File: config.mk
export PLATFORM = sky130hd
export DESIGN_NAME = wcf_front
export DESIGN_NICKNAME = d
export VERILOG_FILES = /design/src/design/wcf_pkg.sv /design/src/design/wcf_front.sv
export SDC_FILE = /design/constraint.sdc
export NUM_CORES = 1
export LEC_CHECK = 0
export CORE_UTILIZATION = 30
export CTS_BUF_LIST = sky130_fd_sc_hd__clkbuf_8
export DETAILED_ROUTE_END_ITERATION = 7
export DONT_BUFFER_PORTS = 1
export HOLD_SLACK_MARGIN = 0.02
export PLACE_DENSITY_LB_ADDON = 0.05
export SLEW_MARGIN = 20
export SYNTH_ARGS = -nofsm -noshare
export SYNTH_HDL_FRONTEND = slang
export SYNTH_SLANG_ARGS = --single-unit
File: constraint.sdc
create_clock -name clk_i -period 6.9 [get_ports clk_i]
set_clock_uncertainty 0.15 [all_clocks]
set_input_delay 2.07 -clock clk_i [delete_from_list [all_inputs] [get_ports clk_i]]
set_output_delay 2.07 -clock clk_i [all_outputs]
set_load 0.005 [all_outputs]
File: src/design/wcf_pkg.sv
// ----------------------------------------------------------------------------
// wcf_pkg
// Shared types, codes and fixed-point helpers of the per-site Fst estimator.
// ----------------------------------------------------------------------------
`default_nettype none

package wcf_pkg;

  // accumulator and field widths
  localparam int DOS_W      = 27;
  localparam int HET_W      = 26;
  localparam int CNT_W      = 11;
  localparam int ENT_DOS_W  = 18;
  localparam int CFG_IDX_W  = 2;
  localparam int CFG_DATA_W = 15;

  // divider operand widths
  localparam int NUM_W = 64;
  localparam int DEN_W = 40;

  // missing-genotype code, 0.333333 in Q1.15
  localparam logic [15:0] NA_CODE = 16'd10923;

  localparam logic signed [63:0] ONE_Q24  = 64'sd16777216;
  localparam logic signed [63:0] FREQ_MAX = 64'sd67108864;
  localparam logic signed [63:0] SAT_MAX  = 64'sh0000_0000_7fff_ffff;
  localparam logic signed [63:0] SAT_MIN  = 64'shffff_ffff_8000_0000;

  typedef enum logic [CFG_IDX_W-1:0] {
    CFG_POP_COUNT   = 2'd0,
    CFG_MIN_PER_POP = 2'd1,
    CFG_MIN_MAF     = 2'd2
  } wcf_cfg_e;

  typedef enum logic [1:0] {
    STAT_OK      = 2'd0,
    STAT_LOW_POP = 2'd1,
    STAT_LOW_MAF = 2'd2,
    STAT_DEGEN   = 2'd3
  } wcf_status_e;

  typedef struct packed {
    logic [15:0] prob_ref;
    logic [15:0] prob_het;
    logic [15:0] prob_alt;
    logic [3:0]  pop_index;
    logic        last_individual;
  } wcf_in_t;

  typedef struct packed {
    logic [1:0]         status;
    logic signed [31:0] within_component;
    logic signed [31:0] total_component;
    logic signed [31:0] fst_value;
  } wcf_out_t;

  // classified individual passed from front to back
  typedef struct packed {
    logic                 acc;
    logic                 last;
    logic [3:0]           pop;
    logic [ENT_DOS_W-1:0] dos;
    logic [15:0]          het;
  } wcf_entry_t;

  // saturate to signed 32 bits
  function automatic logic signed [31:0] sat32(input logic signed [63:0] v);
    if (v > SAT_MAX) return 32'sh7fff_ffff;
    else if (v < SAT_MIN) return 32'sh8000_0000;
    else return v[31:0];
  endfunction

  // clamp a frequency to [0, 4.0] in Q.24
  function automatic logic signed [31:0] clamp_freq(input logic signed [63:0] v);
    if (v < 64'sd0) return 32'sd0;
    else if (v > FREQ_MAX) return FREQ_MAX[31:0];
    else return v[31:0];
  endfunction

  // divide by 2^24, round to nearest, ties away from zero
  function automatic logic signed [63:0] rnd24(input logic signed [63:0] v);
    logic [63:0] mag;
    mag = v[63] ? 64'(-v) : 64'(v);
    mag = (mag + 64'd8388608) >> 24;
    return v[63] ? -$signed(mag) : $signed(mag);
  endfunction

endpackage

`default_nettype wire

File: src/design/wcf_front.sv
// ----------------------------------------------------------------------------
// wcf_front
// Takes individuals, classifies them and queues them for the back end.
// ----------------------------------------------------------------------------
`default_nettype none

module wcf_front #(
  parameter int MAX_POPS = 16
) (
  input  wire logic                              clk_i,
  input  wire logic                              rst_ni,
  input  wire logic                              start,
  output logic                                   busy,
  input  wire wcf_pkg::wcf_in_t                  item_i,
  input  wire logic [$clog2(MAX_POPS+1)-1:0]     eff_pops_i,
  output logic                                   q_valid_o,
  output wcf_pkg::wcf_entry_t                    q_entry_o,
  input  wire logic                              q_pop_i
);
  import wcf_pkg::*;

  wcf_entry_t entry_q [2];
  logic       wr_ptr_q, rd_ptr_q;
  logic [1:0] cnt_q;
  logic       push, pop, missing;
  wcf_entry_t ent;

  // classify the request
  assign missing = (item_i.prob_ref == NA_CODE) && (item_i.prob_het == NA_CODE) &&
                   (item_i.prob_alt == NA_CODE);
  always_comb begin
    ent.acc  = !missing && (32'(item_i.pop_index) < 32'(eff_pops_i));
    ent.last = item_i.last_individual;
    ent.pop  = item_i.pop_index;
    ent.dos  = ENT_DOS_W'(item_i.prob_het) + ENT_DOS_W'({item_i.prob_alt, 1'b0});
    ent.het  = item_i.prob_het;
  end

  assign busy      = (cnt_q == 2'd2);
  assign push      = start && !busy;
  assign pop       = q_pop_i && (cnt_q != 2'd0);
  assign q_valid_o = (cnt_q != 2'd0);
  assign q_entry_o = entry_q[rd_ptr_q];

  // two-entry queue
  always_ff @(posedge clk_i or negedge rst_ni) begin
    if (!rst_ni) begin
      wr_ptr_q <= 1'b0;
      rd_ptr_q <= 1'b0;
      cnt_q    <= 2'd0;
    end else begin
      if (push) begin
        entry_q[wr_ptr_q] <= ent;
        wr_ptr_q          <= !wr_ptr_q;
      end
      if (pop) rd_ptr_q <= !rd_ptr_q;
      if (push && !pop) cnt_q <= cnt_q + 2'd1;
      else if (pop && !push) cnt_q <= cnt_q - 2'd1;
    end
  end

endmodule

`default_nettype wire

==> results.json <==
{
  "outcome": "completed",
  "synth_async_sr_flop_share": 0.0488,
  "antenna_found_initial": 0,
  "synth.top_cells.by_area": "sky130_fd_sc_hd__edfxtp_1 (58%), sky130_fd_sc_hd__mux2_2 (11%), sky130_fd_sc_hd__ha_1 (5.9%)",
  "cts.repair.resized": 0,
  "number_of_nets_in_the_final_layout": 365,
  "die_w_um": 118,
  "clock_tree.root_cell": "sky130_fd_sc_hd__clkbuf_8",
  "placementRows": 41,
  "grt_start_max_net_pins": 41,
  "postSynth.topFlopCell": "sky130_fd_sc_hd__edfxtp_1",
  "core_region_area_um2": 12800,
  "ys_types": 45,
  "totalWireLength_mm": 9.82,
  "synth_enable_flop_cells": 78,
  "crit_arrival_ns": 1.89,
  "yosysTopAreaCellShare": 0.582,
  "areaGrowthSynthToFinish_pct": 10.3,
  "synthCells": 278,
  "power_density_nw_per_um2": 316,
  "unrepaired_setup_endpoints_after_global_routing": "false",
  "post_drt_wl_per_cell_um": 21.4,
  "setup-tns-final_ns": 0,
  "slew_violations": 0,
  "area_taken_by_multi_input_logic_gates_um2": 1540,
  "avgViaCountPerCell": 5.08,
  "drive_above_1_share": 0.212,
  "timing.max_slew.rel_slack": 0.320,
  "cts_inserted_buffers": 9,
  "fmax_mhz": 243,
  "finalSetupViolations": 0,
  "postCtsSetupRepairBufs": 0,
  "die_area_um2": 13900,
  "worst_margin_slew_ns": 1.02,
  "final-hold-violation-count": 0,
  "htreeDepth": 3,
  "filler_cell_count": 1286,
  "grt_first_pass_wirelength_mm": 14.9,
  "worst_voltage_drop_across_the_vdd_grid_mv": 0.102,
  "crit_path_cell_trace": "mux2_2",
  "gate_family_responsible_for_the_most_delay_along_the_worst_path": "flip-flops",
  "worst-setup-path-type": "register to output port",
  "power.static_leakage_uw": 0.00152,
  "antenna_cells_inserted": 0,
  "clock_sink_count": 82,
  "via_total_after_detailed_routing": 2335,
  "clk_pin_slew_worst_paths_ns": 0.08,
  "clockBufferDepth": 2,
  "worst_ep_required_time_ns": 4.68,
  "holdCritPathClass": "register to register",
  "synth.yosys.warnings": 0,
  "layout_common_cells": "sky130_fd_sc_hd__edfxtp_1 (78), sky130_fd_sc_hd__mux2_2 (39), sky130_fd_sc_hd__ha_1 (19)",
  "initial_core_util": 0.314,
  "mostFrequentLayoutCell": "sky130_fd_sc_hd__edfxtp_1",
  "critPathMaxStageDelay_ns": 1.05,
  "yosys.area.top_type": "sky130_fd_sc_hd__edfxtp_1",
  "post_synthesis_cell_area_um2": 4030,
  "element_type_at_the_critical_path_start": "register",
  "detailedRoute.firstIterationViolations": 169,
  "worst-path-max-fanout": 40,
  "max_cap_violations": 0,
  "gp_congestion": 0.778,
  "tritoncts": "built",
  "post_dp_cell_area_um2": 4230,
  "synth_area_per_cell_um2": 14.5,
  "total_global_routing_track_utilization": 0.149,
  "postSynthRegisterBits": 82,
  "synthesized_nets": 360,
  "setup.reg_to_reg.worst_slack_ns": 4.77,
  "postCtsHoldBufs": 0,
  "first_global_vias": 2341,
  "drc": 0,
  "critical_path.n_buffers_inverters": 0,
  "detail-route-antenna-nets": 0,
  "seqCellArea_um2": 2440,
  "globalRoute.totalOverflow": 0,
  "postLayoutCellArea_um2": 4440,
  "critical-path-slowest-cell": "sky130_fd_sc_hd__dfrtp_2",
  "worst_skew_late_latency_ns": 0.37,
  "port-buffer-count": 0,
  "worst_hold_slack_ns": 0.341,
  "floorplan.die.height_um": 118,
  "worst_setup_ep_type": "output port",
  "layout.core_utilization": 0.346,
  "synth_seq_area_share": 0.607,
  "drt-pass1-iter-count": 4,
  "layout_min_cycle_time_ns": 4.11,
  "design.portCount": 104,
  "dp_hpwl_mm": 7.00,
  "finalCritPeriodShare": 0.595
}
==> sequential cells by signal, summed over array words and instances (netlist names) <==
register	flops
wr_ptr_q	1
entry_q	78
rd_ptr_q	1
cnt_q	2
==> kinds of logic after synthesis <==
kind of cell | Yosys count | share of synthesized area
flops | 82 | 0.607
simple gates | 60 | 0.0889
compound gates | 46 | 0.0811
mux | 40 | 0.112
fa+ha+maj | 20 | 0.0640
xor+xnor | 15 | 0.0326
buf+inv | 15 | 0.0149
==> power by group <==
| part | switching, µW | total (µW) | internal, µW |
|---|---|---|---|
| clock | 174 | 374 | 200 |
| sequential | 71.7 | 706 | 634 |
| combinational | 162 | 322 | 160 |
| total | 407 | 1400 | 995 |
==> metal layers <==
layer	global-route usage	part of all wire	vias up
met5	0	0	-
met4	0.0673	0.019	0
met3	0.0489	0.066	14
met2	0.226	0.46	71
met1	0.191	0.45	1153
li1	-	-	1097
==> final timing paths <==
path	from	endpoint	cells after the start
hold / removal	cnt_q[1]	cnt_q[1]	1
setup / recovery	rd_ptr_q	q_entry_o[4]	1
max in group asynchronous	rst_ni	rd_ptr_q	0
setup reg to reg	cnt_q[1]	entry_q[0][22]	5
hold reg to reg	cnt_q[1]	cnt_q[1]	1
min in group asynchronous	rst_ni	wr_ptr_q	0
==> synth_stat cells, types with 3 or more instances <==
| master | instances |
|---|---|
| sky130_fd_sc_hd__inv_1 | 7 |
| sky130_fd_sc_hd__nand2_1 | 12 |
| sky130_fd_sc_hd__nand2b_1 | 3 |
| sky130_fd_sc_hd__edfxtp_1 | 78 |
| sky130_fd_sc_hd__nor3_1 | 7 |
| sky130_fd_sc_hd__a211oi_1 | 3 |
| sky130_fd_sc_hd__nor4bb_1 | 7 |
| sky130_fd_sc_hd__o21ai_1 | 4 |
| sky130_fd_sc_hd__a21oi_1 | 15 |
| sky130_fd_sc_hd__mux2_2 | 39 |
| sky130_fd_sc_hd__clkbuf_1 | 3 |
| sky130_fd_sc_hd__nand3_1 | 6 |
| sky130_fd_sc_hd__a21o_1 | 6 |
| sky130_fd_sc_hd__xor2_1 | 7 |
| sky130_fd_sc_hd__nor2_1 | 4 |
| sky130_fd_sc_hd__ha_1 | 19 |
| sky130_fd_sc_hd__buf_1 | 3 |
| sky130_fd_sc_hd__nand4_1 | 6 |
| sky130_fd_sc_hd__dfrtp_1 | 4 |
| sky130_fd_sc_hd__xnor2_1 | 8 |
| sky130_fd_sc_hd__and3_1 | 4 |
| sky130_fd_sc_hd__nor2b_1 | 5 |
==> metrics by stage <==
| step | setup WS, ns | cells | total power, µW |
|---|---|---|---|
| final | 2.79 | 460 | 1400 |
| after global routing | 2.65 | 460 | 1480 |
| after CTS | 2.69 | 460 | 1430 |
| after detailed placement | 2.52 | 444 | 1050 |
| after global placement | 2.53 | 444 | 1050 |
| after floorplan | 2.28 | 278 | 961 |
==> layout make-up <==
class	instances	share of cell area
Sequential cell	82	0.550
Multi-Input combinational cell	181	0.346
Tap cell	172	0.0485
Clock buffer	9	0.0279
Clock inverter	7	0.0192
Inverter	8	0.00676
Timing Repair Buffer	1	0.00169
(Power assumes the default switching activity.)
